## config.mk

```make
export PLATFORM = sky130hd
export DESIGN_NAME = tilt_gesture_classifier_top
export DESIGN_NICKNAME = d
export VERILOG_FILES = /design/src/design/tgc_pkg.sv /design/src/design/tgc_serial_div.sv /design/src/design/tgc_serial_mul.sv /design/src/design/tgc_cordic.sv /design/src/design/tilt_gesture_classifier_top.sv
export SDC_FILE = /design/constraint.sdc
export NUM_CORES = 2
export LEC_CHECK = 0
export ABC_AREA = 1
export BUFFER_PORTS_ARGS = -buffer_cell sky130_fd_sc_hd__clkbuf_2
export CORE_AREA = 2 2 352 354
export DETAILED_ROUTE_END_ITERATION = 16
export DIE_AREA = 0 0 354 356
export GPL_ROUTABILITY_DRIVEN = 1
export PLACE_DENSITY_LB_ADDON = 0.15
export SYNTH_ARGS = -nofsm -noshare
export SYNTH_HDL_FRONTEND = slang
export SYNTH_HIERARCHICAL = 1
export SYNTH_SLANG_ARGS = --single-unit
```

## constraint.sdc

```tcl
create_clock -name clock -period 6.7 [get_ports clock]
set_clock_uncertainty 0.2 [all_clocks]
set_input_delay 0.67 -clock clock [delete_from_list [all_inputs] [get_ports clock]]
set_output_delay 0.67 -clock clock [all_outputs]
set_load 0.05 [all_outputs]
```

## src/design/tgc_pkg.sv

```systemverilog
`timescale 1ns / 1ps
// ----------------------------------------------------------------------------
// tgc_pkg - shared types and constants of the tilt gesture classifier
// CORDIC constants, angle rounding, gesture codes and control states.
// ----------------------------------------------------------------------------
package tgc_pkg;

   localparam int GUARD_BITS   = 24;
   localparam int CORDIC_ITERS = 20;
   localparam int ITER_W       = 5;
   localparam int ANG_FRAC     = 16;
   localparam int ANG_W        = 26;
   localparam int GAIN_W       = 31;
   localparam int GAIN_SHIFT   = 6;
   localparam logic [GAIN_W-1:0] GAIN_Q30 = 31'd1768195363;
   localparam logic signed [ANG_W-1:0] QUARTER_TURN = 26'sd5898240;

   localparam logic [1:0] CSR_DEADZONE  = 2'd0;
   localparam logic [1:0] CSR_MAX_ANGLE = 2'd1;
   localparam logic [1:0] CSR_THRESHOLD = 2'd2;
   localparam logic [1:0] CSR_CONFIRM   = 2'd3;

   localparam logic [3:0] GEST_CENTER        = 4'd0;
   localparam logic [3:0] GEST_LEFT          = 4'd1;
   localparam logic [3:0] GEST_RIGHT         = 4'd2;
   localparam logic [3:0] GEST_FORWARD       = 4'd3;
   localparam logic [3:0] GEST_BACK          = 4'd4;
   localparam logic [3:0] GEST_LEFT_FORWARD  = 4'd5;
   localparam logic [3:0] GEST_RIGHT_FORWARD = 4'd6;
   localparam logic [3:0] GEST_LEFT_BACK     = 4'd7;
   localparam logic [3:0] GEST_RIGHT_BACK    = 4'd8;

   localparam logic [7:0] AXIS_FULL = 8'd100;

   typedef enum logic [3:0] {
      ST_IDLE,
      ST_AVG_GO,
      ST_AVG_WAIT,
      ST_ROLL_GO,
      ST_ROLL_WAIT,
      ST_MUL_GO,
      ST_MUL_WAIT,
      ST_PITCH_GO,
      ST_PITCH_WAIT,
      ST_AXIS_GO,
      ST_AXIS_WAIT,
      ST_OUT
   } state_type;

   // atan(2^-i) in degrees, 16 fractional bits
   function automatic logic signed [ANG_W-1:0] cordic_atan(input logic [ITER_W-1:0] i);
      case (i)
         5'd0:  return 26'sd2949120;
         5'd1:  return 26'sd1740967;
         5'd2:  return 26'sd919879;
         5'd3:  return 26'sd466945;
         5'd4:  return 26'sd234379;
         5'd5:  return 26'sd117304;
         5'd6:  return 26'sd58666;
         5'd7:  return 26'sd29335;
         5'd8:  return 26'sd14668;
         5'd9:  return 26'sd7334;
         5'd10: return 26'sd3667;
         5'd11: return 26'sd1833;
         5'd12: return 26'sd917;
         5'd13: return 26'sd458;
         5'd14: return 26'sd229;
         5'd15: return 26'sd115;
         5'd16: return 26'sd57;
         5'd17: return 26'sd29;
         5'd18: return 26'sd14;
         5'd19: return 26'sd7;
         default: return 26'sd0;
      endcase
   endfunction

   // whole degrees, ties away from zero
   function automatic logic signed [9:0] round_deg(input logic signed [ANG_W-1:0] a);
      logic [ANG_W-1:0] m;
      logic [ANG_W-1:0] r;
      m = a[ANG_W-1] ? ANG_W'(-a) : ANG_W'(a);
      r = (m + (ANG_W'(1) << (ANG_FRAC - 1))) >> ANG_FRAC;
      return a[ANG_W-1] ? -10'(r) : 10'(r);
   endfunction

   function automatic logic [3:0] classify(input logic signed [7:0] r,
                                           input logic signed [7:0] p,
                                           input logic [6:0] th);
      logic signed [8:0] t;
      logic l, rt, f, b;
      t  = signed'({2'b00, th});
      l  = 9'(r) < -t;
      rt = 9'(r) > t;
      f  = 9'(p) > t;
      b  = 9'(p) < -t;
      if (l && f)  return GEST_LEFT_FORWARD;
      if (rt && f) return GEST_RIGHT_FORWARD;
      if (l && b)  return GEST_LEFT_BACK;
      if (rt && b) return GEST_RIGHT_BACK;
      if (l)       return GEST_LEFT;
      if (rt)      return GEST_RIGHT;
      if (f)       return GEST_FORWARD;
      if (b)       return GEST_BACK;
      return GEST_CENTER;
   endfunction

endpackage

```

## src/design/tgc_serial_div.sv

```systemverilog
`timescale 1ns / 1ps
// ----------------------------------------------------------------------------
// tgc_serial_div - bit-serial restoring divider
// One quotient bit per cycle, dividend shifted out MSB first.
// ----------------------------------------------------------------------------
module tgc_serial_div #(
   parameter int DW = 17
) (
   input  logic          clock,
   input  logic          reset,
   input  logic          start,
   input  logic [DW-1:0] dividend,
   input  logic [7:0]    divisor,
   output logic          done,
   output logic [DW-1:0] quotient
);
   localparam int CW = $clog2(DW + 1);

   logic [DW-1:0] work_ff, work_in;
   logic [7:0]    rem_ff, rem_in;
   logic [7:0]    dsr_ff, dsr_in;
   logic [CW-1:0] count_ff, count_in;
   logic          busy_ff, busy_in;
   logic          done_ff, done_in;
   logic [8:0]    trial;
   logic          fits;

   assign trial = {rem_ff, work_ff[DW-1]};
   assign fits  = trial >= {1'b0, dsr_ff};

   always_comb begin
      work_in  = work_ff;
      rem_in   = rem_ff;
      dsr_in   = dsr_ff;
      count_in = count_ff;
      busy_in  = busy_ff;
      done_in  = 1'b0;
      if (start) begin
         work_in  = dividend;
         rem_in   = '0;
         dsr_in   = divisor;
         count_in = '0;
         busy_in  = 1'b1;
      end else if (busy_ff) begin
         rem_in   = fits ? 8'(trial - {1'b0, dsr_ff}) : trial[7:0];
         work_in  = {work_ff[DW-2:0], fits};
         count_in = count_ff + 1'b1;
         if (count_ff == CW'(DW - 1)) begin
            busy_in = 1'b0;
            done_in = 1'b1;
         end
      end
   end

   always_ff @(posedge clock) begin
      work_ff  <= work_in;
      rem_ff   <= rem_in;
      dsr_ff   <= dsr_in;
      count_ff <= count_in;
      if (reset) begin
         busy_ff <= 1'b0;
         done_ff <= 1'b0;
      end else begin
         busy_ff <= busy_in;
         done_ff <= done_in;
      end
   end

   assign done     = done_ff;
   assign quotient = work_ff;
endmodule

```

## src/design/tgc_serial_mul.sv

```systemverilog
`timescale 1ns / 1ps
// ----------------------------------------------------------------------------
// tgc_serial_mul - bit-serial multiply by the CORDIC gain
// Multiplier consumed LSB first, one shift-add per cycle.
// ----------------------------------------------------------------------------
module tgc_serial_mul #(
   parameter int SAMPLE_BITS = 16
) (
   input  logic                              clock,
   input  logic                              reset,
   input  logic                              start,
   input  logic [SAMPLE_BITS-1:0]            operand,
   output logic                              done,
   output logic [SAMPLE_BITS+tgc_pkg::GAIN_W-1:0] product
);
   import tgc_pkg::*;

   localparam int PW = SAMPLE_BITS + GAIN_W;
   localparam int CW = $clog2(SAMPLE_BITS + 1);

   logic [SAMPLE_BITS-1:0] op_ff, op_in;
   logic [PW-1:0]          mc_ff, mc_in;
   logic [PW-1:0]          acc_ff, acc_in;
   logic [CW-1:0]          count_ff, count_in;
   logic                   busy_ff, busy_in;
   logic                   done_ff, done_in;

   always_comb begin
      op_in    = op_ff;
      mc_in    = mc_ff;
      acc_in   = acc_ff;
      count_in = count_ff;
      busy_in  = busy_ff;
      done_in  = 1'b0;
      if (start) begin
         op_in    = operand;
         mc_in    = PW'(GAIN_Q30);
         acc_in   = '0;
         count_in = '0;
         busy_in  = 1'b1;
      end else if (busy_ff) begin
         if (op_ff[0]) acc_in = acc_ff + mc_ff;
         mc_in    = mc_ff << 1;
         op_in    = op_ff >> 1;
         count_in = count_ff + 1'b1;
         if (count_ff == CW'(SAMPLE_BITS - 1)) begin
            busy_in = 1'b0;
            done_in = 1'b1;
         end
      end
   end

   always_ff @(posedge clock) begin
      op_ff    <= op_in;
      mc_ff    <= mc_in;
      acc_ff   <= acc_in;
      count_ff <= count_in;
      if (reset) begin
         busy_ff <= 1'b0;
         done_ff <= 1'b0;
      end else begin
         busy_ff <= busy_in;
         done_ff <= done_in;
      end
   end

   assign done    = done_ff;
   assign product = acc_ff;
endmodule

```

## src/design/tgc_cordic.sv

```systemverilog
`timescale 1ns / 1ps
// ----------------------------------------------------------------------------
// tgc_cordic - iterative vectoring CORDIC
// One micro-rotation per cycle; quarter-turn pre-rotation for x < 0.
// ----------------------------------------------------------------------------
module tgc_cordic #(
   parameter int W = 44
) (
   input  logic                               clock,
   input  logic                               reset,
   input  logic                               start,
   input  logic signed [W-1:0]                x_init,
   input  logic signed [W-1:0]                y_init,
   output logic                               done,
   output logic signed [tgc_pkg::ANG_W-1:0]   angle,
   output logic signed [W-1:0]                mag
);
   import tgc_pkg::*;

   logic signed [W-1:0]     x_ff, x_in, y_ff, y_in;
   logic signed [ANG_W-1:0] acc_ff, acc_in;
   logic [ITER_W-1:0]       iter_ff, iter_in;
   logic                    busy_ff, busy_in;
   logic                    done_ff, done_in;
   logic signed [W-1:0]     xs, ys;

   assign xs = x_ff >>> iter_ff;
   assign ys = y_ff >>> iter_ff;

   always_comb begin
      x_in    = x_ff;
      y_in    = y_ff;
      acc_in  = acc_ff;
      iter_in = iter_ff;
      busy_in = busy_ff;
      done_in = 1'b0;
      if (start) begin
         iter_in = '0;
         acc_in  = '0;
         x_in    = x_init;
         y_in    = y_init;
         if (x_init == '0 && y_init == '0) begin
            done_in = 1'b1;
         end else begin
            busy_in = 1'b1;
            if (x_init < 0) begin
               if (y_init >= 0) begin
                  acc_in = QUARTER_TURN;
                  x_in   = y_init;
                  y_in   = -x_init;
               end else begin
                  acc_in = -QUARTER_TURN;
                  x_in   = -y_init;
                  y_in   = x_init;
               end
            end
         end
      end else if (busy_ff) begin
         if (y_ff >= 0) begin
            x_in   = x_ff + ys;
            y_in   = y_ff - xs;
            acc_in = acc_ff + cordic_atan(iter_ff);
         end else begin
            x_in   = x_ff - ys;
            y_in   = y_ff + xs;
            acc_in = acc_ff - cordic_atan(iter_ff);
         end
         iter_in = iter_ff + 1'b1;
         if (iter_ff == ITER_W'(CORDIC_ITERS - 1)) begin
            busy_in = 1'b0;
            done_in = 1'b1;
         end
      end
   end

   always_ff @(posedge clock) begin
      x_ff    <= x_in;
      y_ff    <= y_in;
      acc_ff  <= acc_in;
      iter_ff <= iter_in;
      if (reset) begin
         busy_ff <= 1'b0;
         done_ff <= 1'b0;
      end else begin
         busy_ff <= busy_in;
         done_ff <= done_in;
      end
   end

   assign done  = done_ff;
   assign angle = acc_ff;
   assign mag   = x_ff;
endmodule

```

## src/design/tilt_gesture_classifier_top.sv

```systemverilog
`timescale 1ns / 1ps
// ----------------------------------------------------------------------------
// tilt_gesture_classifier_top - accelerometer tilt gesture classifier
// Filters x/y/z samples, derives roll and pitch, maps them to axis values
// and reports a debounced nine-way gesture.
// ----------------------------------------------------------------------------
// One request at a time. A sample request runs through the shared bit-serial
// divider (three filter divisions, two axis divisions), the two 20-step CORDIC
// passes and the serial gain multiply; the first sample after reset skips the
// three filter divisions. A recenter request gives no response. The response
// sits in an output register, so the next request can be taken while it waits;
// only a new response waits for the old to go.
// ----------------------------------------------------------------------------
module tilt_gesture_classifier_top #(
   parameter int SAMPLE_BITS = 16,
   parameter int AVG_DIVISOR = 4
) (
   input  logic                          clock,
   input  logic                          reset,
   input  logic                          req_valid,
   output logic                          req_stall,
   input  logic                          req_opcode,
   input  logic signed [SAMPLE_BITS-1:0] req_accel_x,
   input  logic signed [SAMPLE_BITS-1:0] req_accel_y,
   input  logic signed [SAMPLE_BITS-1:0] req_accel_z,
   output logic                          rsp_valid,
   input  logic                          rsp_stall,
   output logic signed [9:0]             rsp_roll_angle,
   output logic signed [8:0]             rsp_pitch_angle,
   output logic signed [7:0]             rsp_roll_level,
   output logic signed [7:0]             rsp_pitch_level,
   output logic [3:0]                    rsp_gesture,
   input  logic                          csr_write,
   input  logic [1:0]                    csr_index,
   input  logic [7:0]                    csr_data
);
   import tgc_pkg::*;

   localparam int SB = SAMPLE_BITS;
   localparam int W  = SB + GUARD_BITS + 4;          // CORDIC datapath, growth headroom
   localparam int DW = (SB + 1 > 15) ? SB + 1 : 15;  // divider width
   localparam int PW = SB + GAIN_W;

   // configuration
   logic [6:0] deadzone_ff;
   logic [7:0] max_angle_ff;
   logic [6:0] threshold_ff;
   logic [3:0] confirm_ff;

   // state
   state_type state_ff, state_in;
   logic           loaded_ff;
   logic [1:0]     ch_ff;                             // filter channel / axis select
   logic signed [SB-1:0] samp_ff [3];                 // x, y, z
   logic signed [SB-1:0] avg_ff  [3];
   logic signed [W-1:0]  mag_ff;
   logic signed [8:0]    last_roll_ff, center_roll_ff;
   logic signed [7:0]    last_pitch_ff, center_pitch_ff;
   logic signed [7:0]    axis_ff [2];                 // roll, pitch
   logic [3:0]           stable_ff, cand_ff, run_ff;

   // output register
   logic                 rsp_valid_ff;
   logic signed [9:0]    o_roll_ff;
   logic signed [8:0]    o_pitch_ff;
   logic signed [7:0]    o_raxis_ff, o_paxis_ff;
   logic [3:0]           o_gest_ff;

   // unit handshakes
   logic div_start, mul_start, cor_start;
   logic div_done, mul_done, cor_done;
   logic [DW-1:0] div_dividend, div_quot;
   logic [7:0]    div_divisor;
   logic [PW-1:0] mul_prod;
   logic signed [W-1:0] cor_x, cor_y, cor_mag;
   logic signed [ANG_W-1:0] cor_angle;

   logic req_take;
   logic out_free;
   assign req_take = req_valid && !req_stall;
   assign out_free = !(rsp_valid_ff && rsp_stall);

   // filter delta for the current channel
   logic signed [SB:0] delta;
   logic [SB:0]        dmag;
   logic [SB:0]        dq;
   logic signed [SB:0] avg_next;
   assign delta    = (SB+1)'(samp_ff[ch_ff]) - (SB+1)'(avg_ff[ch_ff]);
   assign dmag     = delta[SB] ? (SB+1)'(-delta) : (SB+1)'(delta);
   assign dq       = div_quot[SB:0];
   assign avg_next = (SB+1)'(avg_ff[ch_ff]) + (delta[SB] ? -signed'(dq) : signed'(dq));

   // pitch operand: -x scaled by the CORDIC gain
   logic [SB-1:0]  ax_abs;
   logic [W-1:0]   px_mag;
   logic signed [W-1:0] px;
   assign ax_abs = avg_ff[0][SB-1] ? SB'(-avg_ff[0]) : SB'(avg_ff[0]);
   assign px_mag = W'(mul_prod[PW-1:GAIN_SHIFT]);
   assign px     = avg_ff[0][SB-1] ? signed'(px_mag) : -signed'(px_mag);

   // centred angles
   logic signed [9:0] rd, pd, cur_diff;
   logic [9:0]        cur_mag;
   logic              in_lin, sat;
   logic [16:0]       numer;
   logic [7:0]        lin_v;
   logic [7:0]        axis_v;
   assign rd       = 10'(last_roll_ff) - 10'(center_roll_ff);
   assign pd       = 10'(9'(last_pitch_ff) - 9'(center_pitch_ff));
   assign cur_diff = ch_ff[0] ? pd : rd;
   assign cur_mag  = cur_diff[9] ? 10'(-cur_diff) : 10'(cur_diff);
   assign in_lin   = (cur_mag > 10'(deadzone_ff)) && (cur_mag < 10'(max_angle_ff));
   assign sat      = (cur_mag > 10'(deadzone_ff)) && (cur_mag >= 10'(max_angle_ff));
   assign numer    = 17'(cur_mag - 10'(deadzone_ff)) * 17'd100;
   assign lin_v    = div_quot[7:0];
   assign axis_v   = sat ? AXIS_FULL : (in_lin ? lin_v : 8'd0);

   // debounce
   logic [3:0] cand_now, cand_nx, run_nx, stable_nx;
   assign cand_now = classify(axis_ff[0], axis_ff[1], threshold_ff);
   always_comb begin
      cand_nx   = cand_ff;
      run_nx    = run_ff;
      stable_nx = stable_ff;
      if (cand_now != cand_ff) begin
         cand_nx = cand_now;
         run_nx  = 4'd1;
      end else if (run_ff < confirm_ff) begin
         run_nx = run_ff + 1'b1;
      end
      if (run_nx >= confirm_ff) stable_nx = cand_nx;
   end

   // next state
   always_comb begin
      state_in = state_ff;
      case (state_ff)
         ST_IDLE:
            if (req_take && !req_opcode)
               state_in = loaded_ff ? ST_AVG_GO : ST_ROLL_GO;
         ST_AVG_GO:     state_in = ST_AVG_WAIT;
         ST_AVG_WAIT:
            if (div_done) state_in = (ch_ff == 2'd2) ? ST_ROLL_GO : ST_AVG_GO;
         ST_ROLL_GO:    state_in = ST_ROLL_WAIT;
         ST_ROLL_WAIT:  if (cor_done) state_in = ST_MUL_GO;
         ST_MUL_GO:     state_in = ST_MUL_WAIT;
         ST_MUL_WAIT:   if (mul_done) state_in = ST_PITCH_GO;
         ST_PITCH_GO:   state_in = ST_PITCH_WAIT;
         ST_PITCH_WAIT: if (cor_done) state_in = ST_AXIS_GO;
         ST_AXIS_GO:    state_in = ST_AXIS_WAIT;
         ST_AXIS_WAIT:
            if (div_done) state_in = ch_ff[0] ? ST_OUT : ST_AXIS_GO;
         ST_OUT:        if (out_free) state_in = ST_IDLE;
         default:       state_in = ST_IDLE;
      endcase
   end

   // unit controls
   always_comb begin
      req_stall    = 1'b1;
      div_start    = 1'b0;
      mul_start    = 1'b0;
      cor_start    = 1'b0;
      div_dividend = DW'(dmag);
      div_divisor  = 8'(AVG_DIVISOR);
      cor_x        = W'(signed'({avg_ff[2], {GUARD_BITS{1'b0}}}));
      cor_y        = W'(signed'({avg_ff[1], {GUARD_BITS{1'b0}}}));
      case (state_ff)
         ST_IDLE:     req_stall = 1'b0;
         ST_AVG_GO:   div_start = 1'b1;
         ST_ROLL_GO:  cor_start = 1'b1;
         ST_MUL_GO:   mul_start = 1'b1;
         ST_PITCH_GO: begin
            cor_start = 1'b1;
            cor_x     = mag_ff;
            cor_y     = px;
         end
         ST_AXIS_GO: begin
            div_start    = 1'b1;
            div_dividend = in_lin ? DW'(numer[14:0]) : '0;
            div_divisor  = in_lin ? 8'(max_angle_ff - 8'(deadzone_ff)) : 8'd1;
         end
         default: ;
      endcase
   end

   // datapath and control registers
   always_ff @(posedge clock) begin
      if (reset) begin
         state_ff        <= ST_IDLE;
         loaded_ff       <= 1'b0;
         ch_ff           <= '0;
         avg_ff[0]       <= '0;
         avg_ff[1]       <= '0;
         avg_ff[2]       <= '0;
         last_roll_ff    <= '0;
         last_pitch_ff   <= '0;
         center_roll_ff  <= '0;
         center_pitch_ff <= '0;
         stable_ff       <= GEST_CENTER;
         cand_ff         <= GEST_CENTER;
         run_ff          <= '0;
         rsp_valid_ff    <= 1'b0;
         deadzone_ff     <= 7'd5;
         max_angle_ff    <= 8'd45;
         threshold_ff    <= 7'd1;
         confirm_ff      <= 4'd3;
      end else begin
         state_ff <= state_in;
         if (csr_write) begin
            case (csr_index)
               CSR_DEADZONE:  deadzone_ff  <= csr_data[6:0];
               CSR_MAX_ANGLE: max_angle_ff <= csr_data;
               CSR_THRESHOLD: threshold_ff <= csr_data[6:0];
               CSR_CONFIRM:   confirm_ff   <= csr_data[3:0];
               default: ;
            endcase
         end
         // a new response may replace one that leaves at this edge
         if (state_ff == ST_OUT && out_free) rsp_valid_ff <= 1'b1;
         else if (rsp_valid_ff && !rsp_stall) rsp_valid_ff <= 1'b0;
         case (state_ff)
            ST_IDLE: begin
               ch_ff <= '0;
               if (req_take) begin
                  if (req_opcode) begin
                     // recenter: only once the filter holds data
                     if (loaded_ff) begin
                        center_roll_ff  <= last_roll_ff;
                        center_pitch_ff <= last_pitch_ff;
                        stable_ff       <= GEST_CENTER;
                        cand_ff         <= GEST_CENTER;
                        run_ff          <= '0;
                     end
                  end else begin
                     samp_ff[0] <= req_accel_x;
                     samp_ff[1] <= req_accel_y;
                     samp_ff[2] <= req_accel_z;
                     if (!loaded_ff) begin
                        avg_ff[0] <= req_accel_x;
                        avg_ff[1] <= req_accel_y;
                        avg_ff[2] <= req_accel_z;
                        loaded_ff <= 1'b1;
                     end
                  end
               end
            end
            ST_AVG_WAIT:
               if (div_done) begin
                  avg_ff[ch_ff] <= avg_next[SB-1:0];
                  ch_ff         <= (ch_ff == 2'd2) ? 2'd0 : ch_ff + 1'b1;
               end
            ST_ROLL_WAIT:
               if (cor_done) begin
                  last_roll_ff <= 9'(round_deg(cor_angle));
                  mag_ff       <= cor_mag;
               end
            ST_PITCH_WAIT:
               if (cor_done) last_pitch_ff <= 8'(round_deg(cor_angle));
            ST_AXIS_WAIT:
               if (div_done) begin
                  axis_ff[ch_ff[0]] <= cur_diff[9] ? -signed'(axis_v) : signed'(axis_v);
                  ch_ff             <= ch_ff + 1'b1;
               end
            ST_OUT:
               if (out_free) begin
                  cand_ff      <= cand_nx;
                  run_ff       <= run_nx;
                  stable_ff    <= stable_nx;
                  o_roll_ff    <= rd;
                  o_pitch_ff   <= pd[8:0];
                  o_raxis_ff   <= axis_ff[0];
                  o_paxis_ff   <= axis_ff[1];
                  o_gest_ff    <= stable_nx;
               end
            default: ;
         endcase
      end
   end

   tgc_serial_div #(.DW(DW)) u_div (
      .clock    (clock),
      .reset    (reset),
      .start    (div_start),
      .dividend (div_dividend),
      .divisor  (div_divisor),
      .done     (div_done),
      .quotient (div_quot)
   );

   tgc_serial_mul #(.SAMPLE_BITS(SB)) u_mul (
      .clock   (clock),
      .reset   (reset),
      .start   (mul_start),
      .operand (ax_abs),
      .done    (mul_done),
      .product (mul_prod)
   );

   tgc_cordic #(.W(W)) u_cordic (
      .clock  (clock),
      .reset  (reset),
      .start  (cor_start),
      .x_init (cor_x),
      .y_init (cor_y),
      .done   (cor_done),
      .angle  (cor_angle),
      .mag    (cor_mag)
   );

   assign rsp_valid       = rsp_valid_ff;
   assign rsp_roll_angle  = o_roll_ff;
   assign rsp_pitch_angle = o_pitch_ff;
   assign rsp_roll_level  = o_raxis_ff;
   assign rsp_pitch_level = o_paxis_ff;
   assign rsp_gesture     = o_gest_ff;
endmodule

```

==> flow_metrics.tcl <==
set metrics [dict create \
    hold_violations 0 \
    numPortBuffers 104 \
    arrival_ns 6.66 \
    synthesis.nets 8739 \
    synth_xor_area_share_pct 4.87 \
    placed_cells 9930 \
    startpoint_type "flip-flop" \
    cp-end-kind "flip-flop" \
    htreeDepth 3 \
    top_layer_used "met5" \
    drt_iter0_markers 5503 \
    via_count 56400 \
    wirelength_mm 201 \
    async_flop_share_pct 0 \
    path_clk_slew_ns 0.06 \
    synth.avg_cell_area_um2 6.57 \
    syn_inst 8319 \
    ys_seq_area_share_pct 28.4 \
    slew_viol_final 0 \
    core_area_um2 123000 \
    met1_length_mm 89.1 \
    start_util_pct 44.6 \
    synth_top_area_cell "edfxtp_1" \
    wl_met2_mm 89.2 \
    clockBufferDepth 3 \
    design_area_um2 60600 \
    relSlewSlack_pct 21.1 \
    grt_overflow 0 \
    cts_buffers 75 \
    grt_antenna_before_repair 5 \
    finalCritPeriodShare_pct 96.2 \
    yosysUniqueCellTypes 80 \
    path_max_fanout 129 \
    stdcell_count 10100 \
    min_period_ns 6.44 \
    post-synth-top-count-cell "nand2_1" \
    grt_pass1_wl_mm 305 \
    rows 129 \
    dieArea_um2 126000 \
    dpl_cell_area_um2 57300 \
    fin_tns_setup_ns 0 \
    die_w_um 354 \
    num-fill-cells 12800 \
    route.met3.wl_mm 14.7 \
    first_pass_iters 9 \
    dp_hpwl_mm 158 \
    routed_via_density 5.58 \
    yosys.area_share.simple_pct 33.2 \
    path_common_cell "nand2_1" \
    synth_fa_ha_area_share_pct 8.38 \
    slowest_delay_ns 0.43 \
    clock-sinks 593 \
    cts_tree "yes" \
    synthMuxAreaShare_pct 0 \
    setup_violations 0 \
    synth_top_area_share_pct 20.1 \
    path_buf_inv 4 \
    synth_area_leaders "edfxtp_1 (20%), nand2_1 (14%), dfxtp_1 (8.3%), inv_1 (7.8%), ha_1 (7.8%)" \
    worst_slew_pin_slew_ns 1.17 \
    hold_class "in -> reg" \
    synth_top_family_by_area "simple AND/OR/NAND/NOR gates" \
    insertion_delay_ns 0.69 \
    cap_violations 0 \
    synth_commonest_cells "nand2_1 (2,100), inv_1 (1,139), nand3_1 (806), nor2_1 (791), a21oi_1 (519)" \
    cts_root_buf "clkbuf_16" \
    track_usage_pct 31.0 \
    pre_cts_slack_ns 0.125 \
    run_status "complete, no violations" \
    synth_compound_area_share_pct 14.7 \
    ant_nets 0 \
    synth-seq-cells 593 \
    crit_family "simple AND/OR/NAND/NOR gates" \
    syn_area_um2 54700 \
    synthFlopType "edfxtp_1" \
    remaining_drc_errors 0 \
    die_height_um 356 \
    cp_slowest_cell "nor4_1" \
    area_delta_synth_final_pct 10.8 \
    synth-edff-count 366 \
    fin_ws_ns 0.256 \
    grt_max_degree 130 \
    nets 8838 \
    crit_required_ns 6.92 \
    grt_pass1_vias 52600 \
    drive_above_1_share_pct 7.91 \
    pin_count 105 \
    worst-setup-path-type "reg -> reg" \
    yosysWarningCount 6 \
    place_congestion 1.04 \
    max_freq_mhz 155 \
    wl_per_cell_um 19.9 \
]
[final timing paths]
| path | start | end | slack (ns) | depth (start not counted) |
|---|---|---|---|---|
| worst max register to register | u_cordic/iter_ff[0] | u_cordic/mag[33] | 0.26 | 26 |
| worst min-delay path | csr_data[5] | max_angle_ff[5] | 0.06 | 3 |
| worst max-delay path | u_cordic/iter_ff[0] | u_cordic/mag[33] | 0.26 | 26 |
| worst min register to register | center_pitch_ff[3] | center_pitch_ff[3] | 0.26 | 2 |
[area by class of cell]
type	count	area (um^2)	share of cell area, %
sequential	593	15500	25.7
clock buffer	101	2160	3.57
multi-input combinational	6265	33800	55.8
timing repair buffer	294	2180	3.60
clock inverter	39	363	0.599
antenna	1	2.50	0.00413
inverter	1189	4470	7.38
tap	1637	2050	3.38
[cells in the final DEF (no fill, tap or decap), drive strengths merged, types with 14 or more instances in the layout]
| cell type | synthesis | routed |
|---|---|---|
| edfxtp | 366 | 366 |
| clkbuf | 154 | 205 |
| xnor2 | 89 | 89 |
| a21oi | 522 | 522 |
| nand3b | 14 | 14 |
| clkinv | 10 | 38 |
| or2 | 35 | 35 |
| o21ai | 542 | 542 |
| dfxtp | 227 | 227 |
| o21bai | 24 | 24 |
| o211ai | 78 | 78 |
| fa | 17 | 17 |
| a31oi | 58 | 58 |
| o31ai | 26 | 26 |
| a32oi | 14 | 14 |
| nor3 | 144 | 144 |
| inv | 1179 | 1184 |
| buf | 118 | 150 |
| o221ai | 22 | 22 |
| nand2 | 2157 | 2157 |
| ha | 339 | 339 |
| dlygate4sd3 | 0 | 40 |
| nand3 | 831 | 831 |
| nor2 | 841 | 841 |
| nand4 | 85 | 85 |
| o22ai | 49 | 49 |
| nor4 | 45 | 45 |
| xor2 | 212 | 212 |
| o21a | 25 | 25 |
[layer usage]
| metal | track usage (%) | vias up |
|---|---|---|
| met4 | 12.8 | 4 |
| met2 | 49.2 | 2061 |
| met5 | 0 | - |
| met3 | 4.19 | 367 |
| li1 | - | 27700 |
| met1 | 42.4 | 26300 |
[cell families after synthesis]
logic type,after synthesis
buf+inv,1461
simple gates,4182
compound gates,1426
flops,593
xor+xnor,301
fa+ha+maj,356
[tightest hold or removal path, stage by stage]
cell and delay, ns:
clkbuf_2 0.11, nand2_1 0.05, o211ai_1 0.06
[flip-flops by register name (all words and copies together), names as in the netlist, 10 cells and up, named ones only]
register / count
mag_ff: 44
samp_ff: 48
u_cordic/mag: 44
axis_ff: 16
u_mul/mc_ff: 47
u_cordic/y_ff: 44
u_div/quotient: 17
u_cordic/angle: 26
u_mul/op_ff: 16
u_mul/product: 47
avg_ff: 64
rsp_roll_angle: 10
[what timing repair did]
item	4_1_cts	5_1_grt
endpoints found under the hold margin	40	0
setup buffers	0	8
endpoints found under the setup margin	0	2
resized for setup	0	61
hold buffers	40	0
[per-stage QoR]
step | util (%) | hold slack (ns)
finish | 49.4 | 0.0629
global route | 49.4 | 0.0307
CTS | 49.1 | 0.000753
detailed placement | 46.7 | 0.255
global placement | 46.7 | 0.246
floorplan | - | 0.223
Power is not shown: default switching activity piles up to over one toggle a cycle in this logic, so the estimate is an artifact.
